--- config.mk ---
export PLATFORM = sky130hd
export DESIGN_NAME = accel_step_distance_averager_core
export DESIGN_NICKNAME = d
export VERILOG_FILES = /design/src/hw/rtl/asda_pkg.sv /design/src/hw/rtl/accel_step_distance_averager_core.sv /design/src/hw/rtl/asda_ctrl.sv /design/src/hw/rtl/asda_dp.sv
export SDC_FILE = /design/constraint.sdc
export NUM_CORES = 1
export LEC_CHECK = 0
export ABC_AREA = 0
export BUFFER_PORTS_ARGS = -buffer_cell sky130_fd_sc_hd__buf_2
export CORE_ASPECT_RATIO = 1.4
export CORE_MARGIN = 2
export CORE_UTILIZATION = 55
export DETAILED_ROUTE_END_ITERATION = 6
export PLACE_DENSITY = 0.74
export SYNTH_ARGS = -nofsm -noshare
export SYNTH_HDL_FRONTEND = slang
export SYNTH_SLANG_ARGS = --single-unit
export TNS_END_PERCENT = 20
--- constraint.sdc ---
create_clock -name clk_i -period 7.9 [get_ports clk_i]
set_input_delay 1.58 -clock clk_i [delete_from_list [all_inputs] [get_ports clk_i]]
set_output_delay 1.58 -clock clk_i [all_outputs]
set_load 0.02 [all_outputs]
--- src/hw/rtl/asda_pkg.sv ---
package asda_pkg;

  localparam int InW        = 16;
  localparam int WinW       = 10;
  localparam int SumW       = 26;
  localparam int DistW      = 16;
  localparam int RadW       = 2 * DistW;
  localparam int RemW       = DistW + 1;
  localparam int CntW       = 5;
  localparam int SampleBitsDef = 16;

  localparam logic [WinW-1:0] WindowReset = WinW'(10);
  localparam logic [31:0]     ScaleFactor = 32'd10000;
  // largest squared sum whose scaled value still fits in 32 bits
  localparam logic [39:0]     ScaleLimit  = 40'd429496;
  localparam logic [DistW-1:0] DistMax    = '1;

  localparam logic [CntW-1:0] SqLast   = CntW'(3);
  localparam logic [CntW-1:0] RootLast = CntW'(DistW - 1);
  localparam logic [CntW-1:0] DivLast  = CntW'(SumW - 1);

  typedef enum logic [2:0] {
    ST_IDLE,
    ST_SQUARE,
    ST_SCALE,
    ST_ROOT,
    ST_ACCUM,
    ST_DIVIDE,
    ST_OUTPUT
  } asda_state_e;

  typedef struct packed {
    logic       load;
    logic       sq_step;
    logic [1:0] sq_sel;
    logic       scale;
    logic       root_step;
    logic       accum;
    logic       div_step;
    logic       out_load;
  } asda_cmd_t;

  typedef struct packed {
    logic emit;
    logic out_free;
  } asda_status_t;

endpackage

--- src/hw/rtl/accel_step_distance_averager_core.sv ---
// channel | direction | handshake                | payload
// input   | in        | in_valid_i / in_stall_o  | accel_x_i, accel_y_i, accel_z_i
// output  | out       | out_valid_o / out_stall_i| average_distance_o
// config  | in        | cfg_we_i                 | cfg_wdata_i
//
// a distance transaction runs the accept cycle, the shared squarer, scale,
// the bit-pair square root and accumulate in that order
// an emitting transaction skips the distance steps and runs the restoring divider
// reset clears the previous sample, count and sum and sets the window to 10
// the output register frees the input side; a held result stalls only the next emit
module accel_step_distance_averager_core
  import asda_pkg::*;
#(
  parameter int SampleBits = SampleBitsDef
) (
  input  logic              clk_i,
  input  logic              rst_ni,
  input  logic              in_valid_i,
  output logic              in_stall_o,
  input  logic [InW-1:0]    accel_x_i,
  input  logic [InW-1:0]    accel_y_i,
  input  logic [InW-1:0]    accel_z_i,
  output logic              out_valid_o,
  input  logic              out_stall_i,
  output logic [DistW-1:0]  average_distance_o,
  input  logic              cfg_we_i,
  input  logic [WinW-1:0]   cfg_wdata_i
);

  asda_cmd_t    cmd;
  asda_status_t status;
  logic         busy;
  logic         start;

  assign in_stall_o = busy;
  assign start      = in_valid_i && !busy;

  asda_ctrl u_ctrl (
    .clk_i    (clk_i),
    .rst_ni   (rst_ni),
    .start_i  (start),
    .status_i (status),
    .cmd_o    (cmd),
    .busy_o   (busy)
  );

  asda_dp #(
    .SampleBits (SampleBits)
  ) u_dp (
    .clk_i              (clk_i),
    .rst_ni             (rst_ni),
    .cmd_i              (cmd),
    .status_o           (status),
    .cfg_we_i           (cfg_we_i),
    .cfg_wdata_i        (cfg_wdata_i),
    .accel_x_i          (accel_x_i),
    .accel_y_i          (accel_y_i),
    .accel_z_i          (accel_z_i),
    .out_stall_i        (out_stall_i),
    .out_valid_o        (out_valid_o),
    .average_distance_o (average_distance_o)
  );

endmodule

--- src/hw/rtl/asda_ctrl.sv ---
module asda_ctrl
  import asda_pkg::*;
(
  input  logic         clk_i,
  input  logic         rst_ni,
  input  logic         start_i,
  input  asda_status_t status_i,
  output asda_cmd_t    cmd_o,
  output logic         busy_o
);

  asda_state_e     state_q, state_d;
  logic [CntW-1:0] cnt_q, cnt_d;

  always_comb begin
    state_d = state_q;
    case (state_q)
      ST_IDLE: begin
        if (start_i) begin
          state_d = status_i.emit ? ST_DIVIDE : ST_SQUARE;
        end
      end
      ST_SQUARE: begin
        if (cnt_q == SqLast) begin
          state_d = ST_SCALE;
        end
      end
      ST_SCALE: begin
        state_d = ST_ROOT;
      end
      ST_ROOT: begin
        if (cnt_q == RootLast) begin
          state_d = ST_ACCUM;
        end
      end
      ST_ACCUM: begin
        state_d = ST_IDLE;
      end
      ST_DIVIDE: begin
        if (cnt_q == DivLast) begin
          state_d = ST_OUTPUT;
        end
      end
      ST_OUTPUT: begin
        if (status_i.out_free) begin
          state_d = ST_IDLE;
        end
      end
      default: begin
        state_d = ST_IDLE;
      end
    endcase
  end

  assign cnt_d = (state_d != state_q) ? '0 : cnt_q + CntW'(1);

  always_comb begin
    cmd_o        = '0;
    cmd_o.sq_sel = cnt_q[1:0];
    busy_o       = 1'b1;
    case (state_q)
      ST_IDLE: begin
        busy_o     = 1'b0;
        cmd_o.load = start_i;
      end
      ST_SQUARE: begin
        cmd_o.sq_step = 1'b1;
      end
      ST_SCALE: begin
        cmd_o.scale = 1'b1;
      end
      ST_ROOT: begin
        cmd_o.root_step = 1'b1;
      end
      ST_ACCUM: begin
        cmd_o.accum = 1'b1;
      end
      ST_DIVIDE: begin
        cmd_o.div_step = 1'b1;
      end
      ST_OUTPUT: begin
        cmd_o.out_load = status_i.out_free;
      end
      default: begin
        busy_o = 1'b1;
      end
    endcase
  end

  always_ff @(posedge clk_i or negedge rst_ni) begin
    if (!rst_ni) begin
      state_q <= ST_IDLE;
      cnt_q   <= '0;
    end else begin
      state_q <= state_d;
      cnt_q   <= cnt_d;
    end
  end

  a_emit_to_divide: assert property (@(posedge clk_i) disable iff (!rst_ni)
    (state_q == ST_IDLE && start_i && status_i.emit) |=> state_q == ST_DIVIDE)
    else $error("emitting transaction did not enter divide");

  a_root_count: assert property (@(posedge clk_i) disable iff (!rst_ni)
    state_q == ST_ROOT |-> cnt_q <= RootLast)
    else $error("root step count out of range");

  a_div_count: assert property (@(posedge clk_i) disable iff (!rst_ni)
    (state_q == ST_DIVIDE && cnt_q != DivLast) |=> state_q == ST_DIVIDE)
    else $error("divide left early");

endmodule

--- src/hw/rtl/asda_dp.sv ---
module asda_dp
  import asda_pkg::*;
#(
  parameter int SampleBits = SampleBitsDef
) (
  input  logic              clk_i,
  input  logic              rst_ni,
  input  asda_cmd_t         cmd_i,
  output asda_status_t      status_o,
  input  logic              cfg_we_i,
  input  logic [WinW-1:0]   cfg_wdata_i,
  input  logic [InW-1:0]    accel_x_i,
  input  logic [InW-1:0]    accel_y_i,
  input  logic [InW-1:0]    accel_z_i,
  input  logic              out_stall_i,
  output logic              out_valid_o,
  output logic [DistW-1:0]  average_distance_o
);

  localparam int SB  = SampleBits;
  localparam int SqW = 2 * SB + 2;

  function automatic logic [SB-1:0] abs_diff(logic [SB-1:0] a, logic [SB-1:0] b);
    logic signed [SB:0] sa;
    logic signed [SB:0] sb;
    logic signed [SB:0] df;
    logic [SB:0]        ng;
    sa = $signed({a[SB-1], a});
    sb = $signed({b[SB-1], b});
    df = sa - sb;
    ng = -df;
    return df[SB] ? ng[SB-1:0] : df[SB-1:0];
  endfunction

  logic [WinW-1:0]  window_q;
  logic [SB-1:0]    prev_x_q, prev_y_q, prev_z_q;
  logic [WinW-1:0]  count_q;
  logic [SumW-1:0]  sum_q;
  logic             out_valid_q;
  logic [DistW-1:0] avg_q;

  logic [SB-1:0]    dx_q, dy_q, dz_q;
  logic [2*SB-1:0]  prod_q;
  logic [SqW-1:0]   sq_sum_q;
  logic             sat_q;
  logic [RadW-1:0]  rad_q;
  logic [RemW-1:0]  rem_q;
  logic [DistW-1:0] root_q;
  logic [SumW-1:0]  div_q;
  logic [WinW-1:0]  drem_q;

  logic [SB-1:0]    sq_op;
  logic [39:0]      sq_ext;
  logic [RemW+1:0]  rem_sh;
  logic [RemW+1:0]  trial;
  logic             root_ge;
  logic [RemW+1:0]  rem_sub;
  logic [WinW:0]    drem_sh;
  logic             div_ge;
  logic [WinW:0]    drem_sub;
  logic [DistW-1:0] step_len;
  logic [DistW-1:0] avg_d;
  logic             emit;

  assign emit = count_q >= window_q;

  always_comb begin
    case (cmd_i.sq_sel)
      2'd0:    sq_op = dx_q;
      2'd1:    sq_op = dy_q;
      2'd2:    sq_op = dz_q;
      default: sq_op = '0;
    endcase
  end

  assign sq_ext  = {{(40-SqW){1'b0}}, sq_sum_q};
  assign rem_sh  = {rem_q, rad_q[RadW-1 -: 2]};
  assign trial   = {1'b0, root_q, 2'b01};
  assign root_ge = rem_sh >= trial;
  assign rem_sub = rem_sh - trial;

  assign drem_sh  = {drem_q, div_q[SumW-1]};
  assign div_ge   = drem_sh >= {1'b0, window_q};
  assign drem_sub = drem_sh - {1'b0, window_q};

  assign step_len = sat_q ? DistMax : root_q;

  always_comb begin
    if (window_q == '0) begin
      avg_d = '0;
    end else if (|div_q[SumW-1:DistW]) begin
      avg_d = DistMax;
    end else begin
      avg_d = div_q[DistW-1:0];
    end
  end

  // architectural state
  always_ff @(posedge clk_i or negedge rst_ni) begin
    if (!rst_ni) begin
      window_q    <= WindowReset;
      prev_x_q    <= '0;
      prev_y_q    <= '0;
      prev_z_q    <= '0;
      count_q     <= '0;
      sum_q       <= '0;
      out_valid_q <= 1'b0;
    end else begin
      if (cfg_we_i) begin
        window_q <= cfg_wdata_i;
      end
      if (cmd_i.load) begin
        prev_x_q <= accel_x_i[SB-1:0];
        prev_y_q <= accel_y_i[SB-1:0];
        prev_z_q <= accel_z_i[SB-1:0];
        if (emit) begin
          count_q <= '0;
          sum_q   <= '0;
        end
      end
      if (cmd_i.accum) begin
        count_q <= count_q + WinW'(1);
        sum_q   <= sum_q + {{(SumW-DistW){1'b0}}, step_len};
      end
      if (cmd_i.out_load) begin
        out_valid_q <= 1'b1;
      end else if (!out_stall_i) begin
        out_valid_q <= 1'b0;
      end
    end
  end

  // working registers
  always_ff @(posedge clk_i) begin
    if (cmd_i.load) begin
      dx_q     <= abs_diff(accel_x_i[SB-1:0], prev_x_q);
      dy_q     <= abs_diff(accel_y_i[SB-1:0], prev_y_q);
      dz_q     <= abs_diff(accel_z_i[SB-1:0], prev_z_q);
      prod_q   <= '0;
      sq_sum_q <= '0;
      div_q    <= sum_q;
      drem_q   <= '0;
    end
    if (cmd_i.sq_step) begin
      prod_q   <= {{SB{1'b0}}, sq_op} * {{SB{1'b0}}, sq_op};
      sq_sum_q <= sq_sum_q + {2'b00, prod_q};
    end
    if (cmd_i.scale) begin
      sat_q  <= sq_ext > ScaleLimit;
      rad_q  <= {13'b0, sq_ext[18:0]} * ScaleFactor;
      rem_q  <= '0;
      root_q <= '0;
    end
    if (cmd_i.root_step) begin
      rem_q  <= root_ge ? rem_sub[RemW-1:0] : rem_sh[RemW-1:0];
      root_q <= {root_q[DistW-2:0], root_ge};
      rad_q  <= {rad_q[RadW-3:0], 2'b00};
    end
    if (cmd_i.div_step) begin
      drem_q <= div_ge ? drem_sub[WinW-1:0] : drem_sh[WinW-1:0];
      div_q  <= {div_q[SumW-2:0], div_ge};
    end
    if (cmd_i.out_load) begin
      avg_q <= avg_d;
    end
  end

  assign status_o.emit     = emit;
  assign status_o.out_free = !out_valid_q || !out_stall_i;

  assign out_valid_o        = out_valid_q;
  assign average_distance_o = avg_q;

  a_valid_from_load: assert property (@(posedge clk_i) disable iff (!rst_ni)
    $rose(out_valid_q) |-> $past(cmd_i.out_load))
    else $error("output valid raised without a result load");

endmodule

Word level (Yosys, flattened, before mapping)
Index checks and enable logic that the tools add are counted.
{"block": "op_classes", "magnitude_cmp": 4, "n_mux": 46, "n_mul": 2, "n_eq_ne": 13, "add_sub_neg": 12, "n_reduce_logical": 14}
{"op": "26-bit 2-to-1 mux", "count": 5}
{"op": "32-bit 2-to-1 mux", "count": 4}
{"op": "16-bit 2-to-1 mux", "count": 7}
{"op": "34-bit 2-to-1 mux", "count": 2}
{"op": "10-bit 2-to-1 mux", "count": 6}
{"op": "17-bit 2-to-1 mux", "count": 3}
{"op": "16-bit by 16-bit subtractor with 17-bit output", "count": 3}
{"op": "16-bit negation", "count": 3}
{"op": "16-bit case mux with 3 select lines", "count": 1}
{"op": "34-bit by 32-bit adder with 34-bit output", "count": 1}
{"op": "34-bit by 19-bit > comparator with 1-bit output (second input constant)", "count": 1}
{"op": "16-bit by 16-bit multiplier with 32-bit output", "count": 1}
{"op": "19-bit by 10-bit multiplier with 28-bit output (second input constant)", "count": 1}
{"op": "26-bit by 16-bit adder with 26-bit output", "count": 1}
{"op": "19-bit by 18-bit >= comparator with 1-bit output", "count": 1}
{"op": "3-bit 2-to-1 mux", "count": 6}
{"op": "3-bit case mux with 6 select lines", "count": 1}
{"op": "17-bit subtractor", "count": 1}
{"op": "11-bit by 10-bit >= comparator with 1-bit output", "count": 1}
{"op": "10-bit by 1-bit adder with 10-bit output (second input constant)", "count": 1}
{"op": "10-bit >= comparator", "count": 1}
{"op": "10-bit logical NOT", "count": 1}
{"op": "1-bit 2-to-1 mux", "count": 10}
{"op": "2-bit nonzero test", "count": 5}
{"op": "20 further kinds", "count": 24}
{"block": "totals", "word_cells": 113, "out_inout_bits": 18, "in_bits": 63, "regBits": 331}

Longest topological paths before layout
{"block": "logic_depth", "ltp_word": 6, "depth_mapped": 31, "ltp_nobuf": 29}

Cells and area by module
From an unflattened synthesis, not the netlist that was laid out.
{"block": "hier_totals", "hier_cells": 3243, "hier_area_um2": 30628.1}
{"module": "asda_dp", "area_per_inst_um2": 30025.0, "instances": 1, "cells_per_inst": 3176}
{"module": "asda_ctrl", "area_per_inst_um2": 589.3, "instances": 1, "cells_per_inst": 66}
{"module": "accel_step_distance_averager_core", "area_per_inst_um2": 13.8, "instances": 1, "cells_per_inst": 1}

Worst setup path after synthesis
OpenSTA, ideal clock, no wires.
{"block": "synth_timing", "path_type": "register to register", "startpoint": "reg u_ctrl.cnt_q[0]", "endpoint": "reg u_dp.prod_q[31] (data pin)", "setup_ns": 0.266, "stages_incl_launch_ff": 28, "t_required_ns": 7.634, "arrival_ns": 7.408, "slack_ns": 0.226, "path_buffers": 2, "path_cell_list": "dfrtp_1 -> ha_1 -> clkbuf_1 -> a222oi_1 -> or2_2 -> clkbuf_1 -> clkinv_1 -> nand2_1 -> inv_1 -> fa_1 -> inv_1 -> fa_1 -> inv_1 -> fa_1 -> fa_1 -> fa_1 -> inv_1 -> fa_1 -> inv_1 -> ha_1 -> or2_2 -> a31o_2 -> o221a_2 -> o2111a_1 -> a311o_1 -> a221oi_1 -> xnor2_1 -> nor2_1"}
{"block": "synth_via", "elab_chain_len": 4, "word_cells_on_any_way": 6, "classes_between": "1 x mul; 2 x eq/ne; 2 x mux; 1 x reduce/logical"}
{"item": "from (decl)", "line": "asda_ctrl.sv:13", "rtl": "logic [CntW-1:0] cnt_q, cnt_d;"}
{"item": "from (signal assigned)", "line": "asda_ctrl.sv:96", "rtl": "cnt_q <= cnt_d;"}
{"item": "2-bit == test, or another cell as far along", "line": "asda_dp.sv:68", "rtl": "case (cmd_i.sq_sel)"}
{"item": "16-bit case mux with 3 select lines *", "line": "asda_dp.sv:68"}
{"item": "16-bit by 16-bit multiplier with 32-bit output *", "line": "asda_dp.sv:145", "rtl": "prod_q <= {{SB{1'b0}}, sq_op} * {{SB{1'b0}}, sq_op};"}
{"item": "32-bit 2-to-1 mux *", "line": "asda_dp.sv:144", "rtl": "if (cmd_i.sq_step) begin"}
{"item": "to (signal assigned)", "line": "asda_dp.sv:145"}
{"item": "to (decl)", "line": "asda_dp.sv:43", "rtl": "logic [2*SB-1:0] prod_q;"}
Every way passes the cells marked *; elsewhere a longest branch is shown, timed or not.
A chain may end at the register's enable or synchronous reset.

Final worst setup path
Same ends and word-level chain as after synthesis.

==> results.py <==
metrics = {
    "setup_path": {
        "reg2reg_slack_ps": 280,
        "r2r-end": "u_dp.prod_q[31]",
        "r2r_start": "u_ctrl.cnt_q[0]",
        "crit_arrival_ps": 7910,
        "endpoint_kind": "flop",
        "worst-path-buf-inv": 8,
        "crit_path_end": "u_dp.prod_q[31]",
        "crit_family": "adder cells",
        "crit_type": "reg2reg",
        "required_ps": 8190,
        "cpMaxStageDelayCell": "fa_1",
        "path_common_cell": "fa_1",
        "cp_slowest_stage_delay_ps": 540,
        "critical_path_peak_fanout": 7,
        "start_kind": "flop",
        "reg2reg_depth": 28,
        "crit_start": "u_ctrl.cnt_q[0]",
        "path_depth": 28,
    },
    "placed_design": {
        "dpl.cell_count": 4005,
        "dp_hpwl_um": 58200,
        "port_buffers": 80,
        "gp_congestion": 0.942,
    },
    "clocking": {
        "numCtsBuffers": 38,
        "cts_sinks": 330,
        "clockBufferDepth": 3,
        "htree_num_levels": 2,
        "cts_tree": "done",
        "clk_latency_ps": 580,
        "clk_transition_reported_paths_ps": 60,
        "root_buffer": "clkbuf_16",
    },
    "final_layout": {
        "final_common_cell": "inv_1",
        "fin_nets": 3941,
        "n_fill_cell": 4567,
        "mostFrequentLayoutCells": "inv_1, ha_1, nand2_1, nor2_1, edfxtp_1",
        "layout-drive-gt1-share": 0.0948,
        "area_delta_synth_final_pct": 9.67,
        "diodes": 0,
        "fin_cells": 4086,
        "utilization": 0.611,
    },
    "yosys": {
        "ys_warn_count": 0,
        "async_reset_ff_frac": 0.312,
        "synth-edff-count": 227,
        "synth_cell_type_count": 81,
        "avgSynthCellArea_sq_um": 9.44,
        "synth_top_flop_cell": "edfxtp_1",
        "synth_area_sq_um": 30400,
        "synth_cells": 3217,
        "syn-num-nets": 3823,
        "ys_ff_latch": 330,
        "synth_seq_area_share": 0.310,
    },
    "timing": {
        "worst_slew_pin_slew_ps": 1170,
        "maxSlewViolCount": 0,
        "fin_crit_sh": 0.964,
        "hold_viol_final": 0,
        "fmax_ghz": 0.131,
        "setup_viol": 0,
        "layout_min_cycle_time_ps": 7620,
        "slew_headroom": 0.223,
        "final.setup_skew_ps": 20.4,
    },
    "die": {
        "io_pins": 81,
        "num_rows": 101,
        "start_util": 0.557,
        "dieArea_sq_um": 57100,
        "dieWidth_um": 203,
        "coreArea_sq_um": 54500,
        "die_y_um": 282,
    },
    "detailed_routing": {
        "postRouteAntennaNets": 0,
        "post_drt_wl_per_cell_um": 17.9,
        "drt_pass1_iterations": 7,
        "drtIter0Drc": 1164,
        "vias": 22800,
        "vias_per_cell": 5.58,
        "route.detailed.drc": 4,
        "postRouteWirelength_um": 73300,
    },
    "flow_run": {
        "maxCapViolations": 0,
    },
    "run_status": {
        "violations": "design-rule violations",
        "status": "finished, violations left",
    },
    "global_route": {
        "grt_pass1_vias": 24100,
        "antenna_found_initial": 0,
        "grtUsageTotal": 0.262,
        "gr-total-overflow": 0,
        "grt_start_max_net_pins": 121,
        "grt_pass1_wl_um": 120000,
    },
    "worst_hold_path": {
        "worstHoldPathType": "reg2reg",
        "worstHoldPathCells": 1,
    },
}
## repair_timing
action,CTS,global route
endpoints found under the setup margin,1,10
pin swaps,0,15
gates resized for setup,2,29
buffers inserted,0,11
endpoints found under the hold margin,0,0
hold buffers,0,0
## Yosys cell counts (27+ instances only)
library cell,count,area [sq um]
xor2_1,69,604
nand2b_1,31,194
nor2_1,276,1040
nand3_1,53,265
o21a_1,42,315
fa_1,214,4280
nor3_1,45,225
or2_2,32,200
edfxtp_1,227,6820
nor2b_1,27,169
clkbuf_1,71,267
xnor2_1,111,972
o21ai_0,191,956
a21o_1,73,548
inv_1,523,1960
dfrtp_1,101,2530
nand2_1,280,1050
ha_1,329,4120
a21oi_1,125,626
mux2_2,30,338
## registers in the layout (all words and copies together) (netlist names), 17 cells and up
signal and flops:
u_dp.sq_sum_q 34, u_dp.prod_q 31, u_dp.rad_q 28, u_dp.div_q 26, u_dp.sum_q 26, u_dp.rem_q 17
## cells by family after synthesis
kind of cell	Yosys count	synth area share
xor+xnor	180	0.0519
compound gates	639	0.137
flops	330	0.310
mux	52	0.0184
simple gates	871	0.132
buf+inv	602	0.0747
fa+ha+maj	543	0.277
## worst min path at each step
stage / from / endpoint / slack, ps
2_1_floorplan: u_dp.sum_q[25] / u_dp.sum_q[25] / 450
3_3_place_gp: u_dp.sum_q[25] / u_dp.sum_q[25] / 470
3_5_place_dp: u_dp.sum_q[25] / u_dp.sum_q[25] / 480
4_1_cts: u_dp.sum_q[25] / u_dp.sum_q[25] / 490
5_1_grt: u_dp.sum_q[25] / u_dp.sum_q[25] / 500
6_report: u_dp.sum_q[25] / u_dp.sum_q[25] / 490
## per-stage QoR
stage | cell area, sq um | setup TNS [ps] | hold WS, ps | worst slack [ps]
after floorplan | 30400 | 0 | 447 | 226
after global placement | 31900 | 0 | 467 | 117
after detailed placement | 31900 | -55.5 | 477 | -55.5
after CTS | 33100 | 0 | 489 | 8.50
after global routing | 33300 | -74.5 | 504 | -37.1
final | 33300 | 0 | 488 | 282
## final cells by class
cell class / count / area, sq um / area share
clock buffers: 57 / 1070 / 0.0322
clock inverters: 13 / 109 / 0.00327
inverters: 524 / 1970 / 0.0593
multi-input cells: 2285 / 18900 / 0.566
flip-flops and latches: 330 / 9400 / 0.282
well taps: 721 / 902 / 0.0271
repair buffers: 156 / 987 / 0.0297
## worst reg2reg max path: cells and delay by family (launching register included)
kind	cells	cell delay, ps
adder cells (fa/ha/maj)	8	3440
buffers and inverters	8	800
AO/OA/AOI/OAI	8	2240
AND/OR/NAND/NOR	3	330
XOR/XNOR	1	150
flip-flops	1	390
## per-layer routing
metal	vias to the layer above	GRT usage	routed length (um)
met1	11100	0.283	28100
met2	370	0.514	39900
li1	11100	-	-
met5	-	0	0
met3	158	0.0270	1950
met4	0	0.116	3370
Power is not shown: default switching activity piles up to over one toggle a cycle in this logic, so the estimate is an artifact.
